===== config.mk =====
export PLATFORM = sky130hd
export DESIGN_NAME = tilp_merge_flat
export DESIGN_NICKNAME = d
export VERILOG_FILES = /design/src/hdl/tilp_pkg.sv /design/src/hdl/tilp_ifs.sv /design/src/hdl/tilp_merge.sv /design/src/flat_wrapper.sv
export SDC_FILE = /design/constraint.sdc
export NUM_CORES = 1
export LEC_CHECK = 0
export BUFFER_PORTS_ARGS = -buffer_cell sky130_fd_sc_hd__buf_4
export CORE_MARGIN = 8
export CORE_UTILIZATION = 51
export DETAILED_ROUTE_END_ITERATION = 12
export PLACE_DENSITY_LB_ADDON = 0.25
export SYNTH_ARGS = -nofsm -noshare
export SYNTH_HDL_FRONTEND = slang
export SYNTH_SLANG_ARGS = --single-unit

===== constraint.sdc =====
create_clock -name clk -period 5.1 [get_ports clk]
set_input_delay 0.51 -clock clk [delete_from_list [all_inputs] [get_ports clk]]
set_output_delay 0.51 -clock clk [all_outputs]
set_load 0.02 [all_outputs]

===== src/hdl/tilp_pkg.sv =====
// shared types, constants and reset helpers for the three-axis iir low-pass filter
`default_nettype none

package tilp_pkg;

    localparam int COEF_BITS       = 24;
    localparam int HIST_FRAC       = 8;
    localparam int NUM_AXES        = 3;
    localparam int NUM_COEFS       = 7;
    localparam int CFG_IDX_BITS    = 3;
    localparam int RESET_FRAC_BITS = 21;

    typedef logic signed [COEF_BITS-1:0] coef_t;
    typedef logic [CFG_IDX_BITS-1:0]     cfg_idx_t;

    // configuration register indexes
    localparam cfg_idx_t REG_B_OUTER = 3'd0;
    localparam cfg_idx_t REG_B_INNER = 3'd1;
    localparam cfg_idx_t REG_B_MID   = 3'd2;
    localparam cfg_idx_t REG_A_ONE   = 3'd3;
    localparam cfg_idx_t REG_A_TWO   = 3'd4;
    localparam cfg_idx_t REG_A_THREE = 3'd5;
    localparam cfg_idx_t REG_A_FOUR  = 3'd6;

    // coefficient reset values in q2.21
    localparam longint COEF_RESET_Q21 [NUM_COEFS] = '{
        21411, 85643, 128465, -4128092, 3640364, -1519325, 252475
    };

    typedef struct packed {
        coef_t b_outer;
        coef_t b_inner;
        coef_t b_mid;
        coef_t a_one;
        coef_t a_two;
        coef_t a_three;
        coef_t a_four;
    } coefs_t;

    // lane sequencer steps
    typedef enum logic [1:0] {
        STEP_FWD,
        STEP_FB,
        STEP_TAIL,
        STEP_SUM
    } step_t;

    typedef struct packed {
        logic  start;
        step_t step;
        logic  fin;
    } lane_ctl_t;

    // reset coefficient rescaled to the chosen fraction width, rounded half up
    function automatic coef_t coef_reset(input int k, input int frac_bits);
        longint v;
        longint lim;
        int     e;
        v   = COEF_RESET_Q21[k];
        lim = (longint'(1) <<< (COEF_BITS - 1)) - 1;
        if (frac_bits >= RESET_FRAC_BITS) begin
            v = v <<< (frac_bits - RESET_FRAC_BITS);
        end
        else begin
            e = RESET_FRAC_BITS - frac_bits;
            v = (v + (longint'(1) <<< (e - 1))) >>> e;
        end
        if (v > lim) begin
            v = lim;
        end
        else if (v < -lim - 1) begin
            v = -lim - 1;
        end
        return coef_t'(v);
    endfunction

endpackage

`default_nettype wire


===== src/hdl/tilp_ifs.sv =====
// valid/ready channel interfaces for the sample and filtered streams
`default_nettype none


interface tilp_out_if #(parameter int W = 16);
    logic                valid;
    logic                ready;
    logic signed [W-1:0] filtered_x;
    logic signed [W-1:0] filtered_y;
    logic signed [W-1:0] filtered_z;

    modport source (output valid, output filtered_x, output filtered_y, output filtered_z,
                    input ready);
    modport sink   (input valid, input filtered_x, input filtered_y, input filtered_z,
                    output ready);
endinterface

`default_nettype wire


===== src/hdl/tilp_merge.sv =====
// merges the three lane results into the output register with final rounding
`default_nettype none

module tilp_merge #(
    parameter int SAMPLE_BITS = 16
) (
    input  logic                                              clk,
    input  logic                                              rst_n,
    input  logic                                              fin,
    input  logic signed [SAMPLE_BITS+tilp_pkg::HIST_FRAC-1:0] lane_y_x,
    input  logic signed [SAMPLE_BITS+tilp_pkg::HIST_FRAC-1:0] lane_y_y,
    input  logic signed [SAMPLE_BITS+tilp_pkg::HIST_FRAC-1:0] lane_y_z,
    output logic                                              free,
    tilp_out_if.source                                        filtered
);
    import tilp_pkg::*;

    localparam int YW = SAMPLE_BITS + HIST_FRAC;
    localparam logic signed [YW:0] HALF = (YW+1)'(1) <<< (HIST_FRAC - 1);

    logic                 valid_reg;
    logic                 valid_next;
    logic signed [YW-1:0] yx_reg;
    logic signed [YW-1:0] yy_reg;
    logic signed [YW-1:0] yz_reg;

    // round half up to an integer sample and saturate
    function automatic logic signed [SAMPLE_BITS-1:0] round_sat(input logic signed [YW-1:0] v);
        logic signed [YW:0]          r;
        logic signed [SAMPLE_BITS:0] t;
        r = (YW+1)'(v) + HALF;
        t = r[YW:HIST_FRAC];
        if (t[SAMPLE_BITS] != t[SAMPLE_BITS-1])
        begin
            return {t[SAMPLE_BITS], {(SAMPLE_BITS-1){~t[SAMPLE_BITS]}}};
        end
        return t[SAMPLE_BITS-1:0];
    endfunction

    assign free = !valid_reg || filtered.ready;

    // output valid
    always_comb
    begin
        priority if (fin)
        begin
            valid_next = 1'b1;
        end
        else if (filtered.ready)
        begin
            valid_next = 1'b0;
        end
        else
        begin
            valid_next = valid_reg;
        end
    end

    always_ff @(posedge clk or negedge rst_n)
    begin
        if (!rst_n)
        begin
            valid_reg <= 1'b0;
        end
        else
        begin
            valid_reg <= valid_next;
        end
    end

    // result payload
    always_ff @(posedge clk)
    begin
        if (fin)
        begin
            yx_reg <= lane_y_x;
            yy_reg <= lane_y_y;
            yz_reg <= lane_y_z;
        end
    end

    assign filtered.valid      = valid_reg;
    assign filtered.filtered_x = round_sat(yx_reg);
    assign filtered.filtered_y = round_sat(yy_reg);
    assign filtered.filtered_z = round_sat(yz_reg);

endmodule

`default_nettype wire


===== src/flat_wrapper.sv =====
// flat-port wrapper written by rule: the top's interface ports become plain ports
module tilp_merge_flat import tilp_pkg::*;
#(
    parameter int SAMPLE_BITS = 16
)
  (clk, rst_n, fin, lane_y_x, lane_y_y, lane_y_z, free, filtered_valid, filtered_filtered_x, filtered_filtered_y, filtered_filtered_z, filtered_ready);
  tilp_out_if filtered_i ();
  input  logic clk;
  input  logic rst_n;
  input  logic fin;
  input  logic signed [SAMPLE_BITS+tilp_pkg::HIST_FRAC-1:0] lane_y_x;
  input  logic signed [SAMPLE_BITS+tilp_pkg::HIST_FRAC-1:0] lane_y_y;
  input  logic signed [SAMPLE_BITS+tilp_pkg::HIST_FRAC-1:0] lane_y_z;
  output logic free;
  output wire logic [$bits(filtered_i.valid)-1:0] filtered_valid;
  output wire logic [$bits(filtered_i.filtered_x)-1:0] filtered_filtered_x;
  output wire logic [$bits(filtered_i.filtered_y)-1:0] filtered_filtered_y;
  output wire logic [$bits(filtered_i.filtered_z)-1:0] filtered_filtered_z;
  input wire logic [$bits(filtered_i.ready)-1:0] filtered_ready;
  assign filtered_valid = filtered_i.valid;
  assign filtered_filtered_x = filtered_i.filtered_x;
  assign filtered_filtered_y = filtered_i.filtered_y;
  assign filtered_filtered_z = filtered_i.filtered_z;
  assign filtered_i.ready = filtered_ready;
  tilp_merge #(.SAMPLE_BITS(SAMPLE_BITS)) u_core (.clk(clk), .rst_n(rst_n), .fin(fin), .lane_y_x(lane_y_x), .lane_y_y(lane_y_y), .lane_y_z(lane_y_z), .free(free), .filtered(filtered_i));
endmodule

# [Yosys cells after proc, flatten, opt, wreduce, memory -nomap -nowiden]
# Cells that the tools add are included.
[totals] output_inout_bits=50 wordCells=27 in_bits=76 reg_bits=73
[classes] addsub=3 n_reduce_logical=3 muxes=11 bitwise=3 n_eq_ne=3
[ops] cell="16-bit two-way mux" n=6
[ops] cell="24-bit by 9-bit adder with 25-bit output, second input constant" n=3
[ops] cell="1-bit two-way mux" n=5
[ops] cell="1-bit != test" n=3
[ops] cell="1-bit inverter" n=3
[ops] cell="2-bit nonzero test" n=1
[ops] cell="1-bit zero test" n=1
[ops] cell="1-bit logical OR" n=1

# [Depth between registers and ports, before layout]
# Gate-level depths: netlist (run 1).
[logic_depth] ltp_word=4 ltp_mapped=7 ltp_nobuf=6

# [Least setup slack after synthesis (run 1)]
# OpenSTA, ideal clock, no wires.
[synth_path] kind="reg2out" start="register u_core.yx_reg[14]" end="output filtered_filtered_x[12]" path_stages_with_launch=6 required_time_ps=4590 arrival_time_ps=1680 path_buffers=0 setup_slack_ps=2910 path_cell_list="edfxtp_1 nand3_1 nor4_2 and3_1 a21oi_1 a21oi_1"
[synth_via] elab_chain_cells=4 word_cells_on_any_way=6 cone_classes="1 x add/sub; 1 x eq/ne; 3 x mux; 1 x bitwise"
[synth_rtl] element="from (decl)" line="tilp_merge.sv:23" text="logic signed [YW-1:0] yx_reg;"
[synth_rtl] element="from (signal assigned)" line="tilp_merge.sv:76" text="yx_reg <= lane_y_x;"
[synth_rtl] element="24-bit by 9-bit adder with 25-bit output *" line="tilp_merge.sv:31" text="r = (YW+1)'(v) + HALF;"
[synth_rtl] element="1-bit != test or 1-bit inverter (tied branches)" line="tilp_merge.sv:33, tilp_merge.sv:35"
[synth_rtl] element="1-bit two-way mux or 16-bit two-way mux (tied branches)" line="tilp_merge.sv:33" text="if (t[SAMPLE_BITS] != t[SAMPLE_BITS-1])"
[synth_rtl] element="16-bit two-way mux *" line="tilp_merge.sv:37" text="return t[SAMPLE_BITS-1:0];"
[synth_rtl] element="to (decl)" line="flat_wrapper.sv:16" text="output wire logic [$bits(filtered_i.filtered_x)-1:0] filtered_filtered_x;"
# Mark *: on every way between the ends. The rest lies on a longest branch, timed or not. The select of a mux whose other input is x is not followed.

# [Worst setup path after layout (run 1)]
[layout_path] start="register u_core.yx_reg[8]" end="output filtered_filtered_x[4]"
# Same word-level chain as after synthesis.

==> impl_metrics.tcl, run 1 <==
set metrics [dict create \
    total_power_mw 1.01 \
    async_flop_share 0.0192 \
    final.setup_skew_ps 0 \
    cts_tree "built" \
    status "finished, final reports clean" \
    synthFlopType "edfxtp_1" \
    antenna_cells 0 \
    dr.pass1.iters 4 \
    timing.setup.tns_ps 0 \
    grt_overflow 0 \
    fp.dieW_um 91.4 \
    hold_depth 1 \
    slew_viol_final 0 \
    hp-class "in -> reg" \
    cp.arrival_ps 2330 \
    rsz0062_at_grt "false" \
    syn2layout_area_growth_pct 33.0 \
    path_buf_inv 1 \
    startpoint_type "flip-flop" \
    synth_area_per_cell_um2 10.7 \
    placed_area_um2 3760 \
    core_area_um2 5510 \
    rrSetupSlack_ps 4460 \
    synth_nets 350 \
    ys_ff_latch 52 \
    portBuffers 104 \
    clk_latency_ps 300 \
    die-area_um2 8360 \
    grt_pass1_wl_mm 11.7 \
    clock-sinks 52 \
    dp_hpwl_mm 5.52 \
    min_period_over_period 0.558 \
    drtAntennaViolNets 0 \
    max-slew-margin-rel 0.579 \
    fillCellCount 444 \
    first_iter_violations 110 \
    drive_above_1_share 0.332 \
    dpl_worst_slack_ps 2580 \
    finalWorstSetupSlack_ps 2260 \
    finalHoldViolations 0 \
    rows 27 \
    finalCriticalPeriod_ps 2840 \
    die_h_um 91.4 \
    r2r_cells 2 \
    setup_viol 0 \
    cts_resized 0 \
    power.density_nw_per_um2 261 \
    clock-root-buffer "clkbuf_8" \
    viasPerCell 5.37 \
    max-cap-violations 0 \
    final_nets 460 \
    worstPathMaxFanout 6 \
    path_clk_slew_ps 100 \
    grt_max_degree 53 \
    syn_area_um2 2900 \
    path_depth 7 \
    antenna_found_initial 0 \
    leakage_nw 1.58 \
    ys_seq_area_frac 0.536 \
    drc 0 \
    synth_edf_count 51 \
    grt_pass1_vias 2519 \
    path_cells "ha_1, nand3_1, nor4_4, nand2_2, nor2_1, a31oi_1, buf_4" \
    ir_worst_vdd_mv 0.179 \
    finalInstanceArea_um2 3860 \
    slowest_delay_ps 430 \
    num_vias 2439 \
    setup.worst_path.end_class "primary output" \
    clock_path_buffers 2 \
    htree_levels 2 \
    ios 126 \
    synth.distinct_cells 42 \
    cts_buffers 5 \
    worst_hold_slack_ps 378 \
    yosysWarnings 0 \
    post_drt_wl_per_cell_um 15.5 \
    tightest_slew_ps 632 \
    gp_congestion 0.882 \
    syn-instance-count 271 \
    post_cts_buffers 0 \
    critical_path_class "reg -> out" \
    fmax_mhz 352 \
    required_ps 4590 \
    start_util 0.527 \
    critPathTopFamily "simple AND/OR/NAND/NOR gates" \
    slowest_stage "nor4_4" \
    wl_mm 7.03 \
    grt_usage 0.169 \
]
==> per-layer routing <==
metal | GRT usage | part of all wire | routed length [um]
met1 | 0.185 | 0.39 | 2770
met2 | 0.290 | 0.50 | 3530
met3 | 0.0634 | 0.086 | 608
met4 | 0.0628 | 0.017 | 123
met5 | 0 | 0 | 0
==> synth_stat cells, types with 2 or more instances <==
library cell	n	area (um^2)
a21oi_1	17	85.1
a31oi_1	3	18.8
and2_1	4	25.0
and3_1	5	31.3
edfxtp_1	51	1530
ha_1	3	37.5
inv_1	7	26.3
nand2_1	51	191
nand2b_1	2	12.5
nand3_1	17	85.1
nand3b_1	2	15.0
nand4_1	4	25.0
nand4_2	2	25.0
nor2_1	15	56.3
nor3_1	10	50.1
nor3_4	2	32.5
nor4_1	6	37.5
nor4_2	2	25.0
o21ai_0	15	75.1
or3_1	2	12.5
xnor2_1	17	149
xor2_1	14	123
==> worst register-to-register path, delay by kind of cell (launching register included) <==
family           cells  cell delay [ps]
and+or+nand+nor      2              140
DFF                  1              390
==> through the flow <==
| stage | std cells | utilization |
|---|---|---|
| 6_report | 454 | 0.701 |
| 3_5_place_dp | 445 | 0.682 |
| 5_1_grt | 454 | 0.701 |
| 4_1_cts | 454 | 0.701 |
| 2_1_floorplan | 271 | - |
| 3_3_place_gp | 445 | 0.682 |
==> final timing paths <==
kind	startpoint	end
max reg2reg	u_core.filtered.valid	u_core.filtered.valid
max	u_core.yx_reg[8]	filtered_filtered_x[4]
min in group asynchronous	rst_n	u_core.filtered.valid
min reg2reg	u_core.filtered.valid	u_core.filtered.valid
min	lane_y_y[8]	u_core.yy_reg[8]
max in group asynchronous	rst_n	u_core.filtered.valid
==> placed cells by master (no fill, tap or decap), types with 3 or more instances in the layout <==
master	netlist	final
nor2_1	15	15
o21ai_0	15	15
clkbuf_8	0	5
xor2_1	14	14
nor3_1	10	10
and2_1	4	4
and3_1	5	5
nand3_1	17	17
xnor2_1	17	17
a21oi_1	17	17
nor4_1	6	6
a31oi_1	3	3
buf_4	0	104
nand2_1	51	51
inv_1	7	7
nand4_1	4	4
edfxtp_1	51	51
ha_1	3	3
==> cells by family after synthesis <==
logic type / synth area share
xor+xnor: 0.0936
fa+ha+maj: 0.0129
buf+inv: 0.0142
compound gates: 0.0750
simple gates: 0.251
flops: 0.536
mux: 0.0164
==> cell type report <==
class / count / area, um^2 / share of cell area
Clock buffer: 5 / 68.8 / 0.0178
Clock inverter: 3 / 23.8 / 0.00616
Inverter: 7 / 26.3 / 0.00681
Multi-Input combinational cell: 210 / 1300 / 0.338
Sequential cell: 52 / 1560 / 0.403
Tap cell: 72 / 90.1 / 0.0233
Timing Repair Buffer: 105 / 791 / 0.205
==> report_power, final <==
group,switching [mW],total [mW],internal (mW)
logic,0.125,0.233,0.107
registers,0.0340,0.542,0.508
clock network,0.134,0.232,0.0973
==> timing repair <==
action | CTS | global route
hold endpoints to repair | 1 | 0
hold buffers | 1 | 0
endpoints found under the setup margin | 0 | 0
Note: power is estimated with default switching activity, not from simulation.
==> run 2: changes to the inputs <==
--- a/config.mk
+++ b/config.mk
@@ -7,7 +7,7 @@
 export LEC_CHECK = 0
 export BUFFER_PORTS_ARGS = -buffer_cell sky130_fd_sc_hd__buf_4
 export CORE_MARGIN = 8
-export CORE_UTILIZATION = 51
+export CORE_UTILIZATION = 48
 export DETAILED_ROUTE_END_ITERATION = 12
 export PLACE_DENSITY_LB_ADDON = 0.25
 export SYNTH_ARGS = -nofsm -noshare
==> constraint.sdc (replaced) <==
create_clock -name clk -period 2.7 [get_ports clk]
set_input_delay 0.27 -clock clk [delete_from_list [all_inputs] [get_ports clk]]
set_output_delay 0.27 -clock clk [all_outputs]
set_load 0.02 [all_outputs]
==> run 2 against run 1 <==
Effect of this change: sequential power rose by 90%; global-route usage fell by 0.63 points; register-to-register slack got worse by 2400 ps.
==> impl_metrics.tcl, run 2 (synthesis gave the netlist of run 1 again) <==
set metrics [dict create \
    critical_path_class "reg -> out" \
    status "finished, final reports clean" \
    viasPerCell 5.27 \
    slew_viol_final 0 \
    num_vias 2425 \
    cp.arrival_ps 2260 \
    start_util 0.493 \
    grt_pass1_vias 2462 \
    core_area_um2 5890 \
    final_cell_mix "107 x buf_4, 51 x nand2_1, 51 x edfxtp_1" \
    drtAntennaViolNets 0 \
    fillCellCount 461 \
    ir_worst_vdd_mv 0.285 \
    drive_above_1_share 0.343 \
    layout_commonest_cell "buf_4" \
    tightest_slew_ps 648 \
    final.setup_skew_ps 0 \
    fp.dieW_um 93.8 \
    critPathTopFamily "simple AND/OR/NAND/NOR gates" \
    first_iter_violations 159 \
    setup_viol 0 \
    final_nets 463 \
    path_cells "ha_1, nand3_1, nor4_4, nand2_2, mux2i_4, nand2_1, buf_4" \
    setup.worst_path.end_class "primary output" \
    syn2layout_area_growth_pct 36.8 \
    drc 0 \
    grt_pass1_wl_mm 11.5 \
    grt_usage 0.163 \
    clock_path_buffers 2 \
    path_buf_inv 1 \
    dp_hpwl_mm 5.45 \
    clock-root-buffer "clkbuf_8" \
    htree_levels 2 \
    grt_max_degree 53 \
    clk_latency_ps 300 \
    timing.setup.tns_ps 0 \
    antenna_cells 0 \
    rsz0062_at_grt "false" \
    path_clk_slew_ps 90 \
    wl_mm 7.06 \
    rows 28 \
    gp_congestion 0.930 \
    clock-sinks 52 \
    seq_area_um2 1560 \
    dr.pass1.iters 4 \
    cts_buffers 5 \
    antenna_found_initial 0 \
    max-cap-violations 0 \
    hp-class "in -> reg" \
    startpoint_type "flip-flop" \
    die-area_um2 8790 \
    leakage_nw 1.64 \
    required_ps 2430 \
    finalCriticalPeriod_ps 2530 \
    min_period_over_period 0.936 \
    slowest_delay_ps 390 \
    fmax_mhz 396 \
    slowest_stage "nor4_4" \
    ios 126 \
    final_util 0.675 \
    max-slew-margin-rel 0.568 \
    power.density_nw_per_um2 551 \
    die_h_um 93.8 \
    cts_tree "built" \
    post_drt_wl_per_cell_um 15.3 \
    worstPathMaxFanout 8 \
    multiInputGateArea_um2 1320 \
    finalHoldViolations 0 \
    portBuffers 104 \
    grt_overflow 0 \
]
run 2: cell types whose count changed in the layout (fill, tap and decap cells not counted), sizes merged:
cell / change
buf: +3
bufinv: +3
clkinv: -1
clkinvlp: -2
run 2: path summary, 6_finish.rpt:
| check | from | endpoint | slack [ps] | cells after the start |
|---|---|---|---|---|
| setup / recovery | u_core.yx_reg[7] | filtered_filtered_x[9] | 170 | 7 |
| hold / removal | lane_y_z[9] | u_core.yz_reg[9] | 140 | 1 |
| setup reg to reg | u_core.filtered.valid | u_core.filtered.valid | 2060 | 2 |
| hold reg to reg | u_core.filtered.valid | u_core.filtered.valid | 530 | 2 |
| max in group asynchronous | rst_n | u_core.filtered.valid | 2350 | 2 |
| min in group asynchronous | rst_n | u_core.filtered.valid | 280 | 2 |
run 2: report_power, final:
group / switching (mW) / total (mW) / leakage [nW] / internal, mW
clock network: 0.256 / 0.720 / 0.0784 / 0.463
registers: 0.0646 / 1.03 / 0.510 / 0.960
logic: 0.238 / 0.443 / 1.05 / 0.204
run 2: through the flow:
step           setup WS, ps  hold WS, ps  cell area, um^2  power, mW  cells
2_1_floorplan           750        -25.6             2900       1.26    271
3_3_place_gp            514         45.5             3770       1.47    449
3_5_place_dp            452         47.0             3770       1.48    449
4_1_cts                 103          127             3940       2.21    458
5_1_grt                18.2          111             3970       2.29    460
6_report                172          138             3970       2.19    460
run 2: layer usage:
layer,GRT usage,up-vias,share of wire
li1,-,1219,-
met1,0.177,1120,0.39
met2,0.283,80,0.51
met3,0.0671,6,0.094
met4,0.0436,0,0.0091
met5,0,-,0
run 2: timing repair:
action / 4_1_cts / 5_1_grt
setup endpoints to repair: 0 / 17
setup buffers: 0 / 2
resized for setup: 0 / 3
hold buffers: 1 / 0
hold endpoints to repair: 1 / 0
run 2: layout make-up:
| cell class | instances | share of cell area |
|---|---|---|
| tap | 75 | 0.0236 |
| multi-input combinational | 210 | 0.333 |
| timing repair buffer | 108 | 0.205 |
| clock buffer | 5 | 0.0173 |
| inverter | 7 | 0.00662 |
| clock inverter | 3 | 0.0227 |
| sequential | 52 | 0.392 |
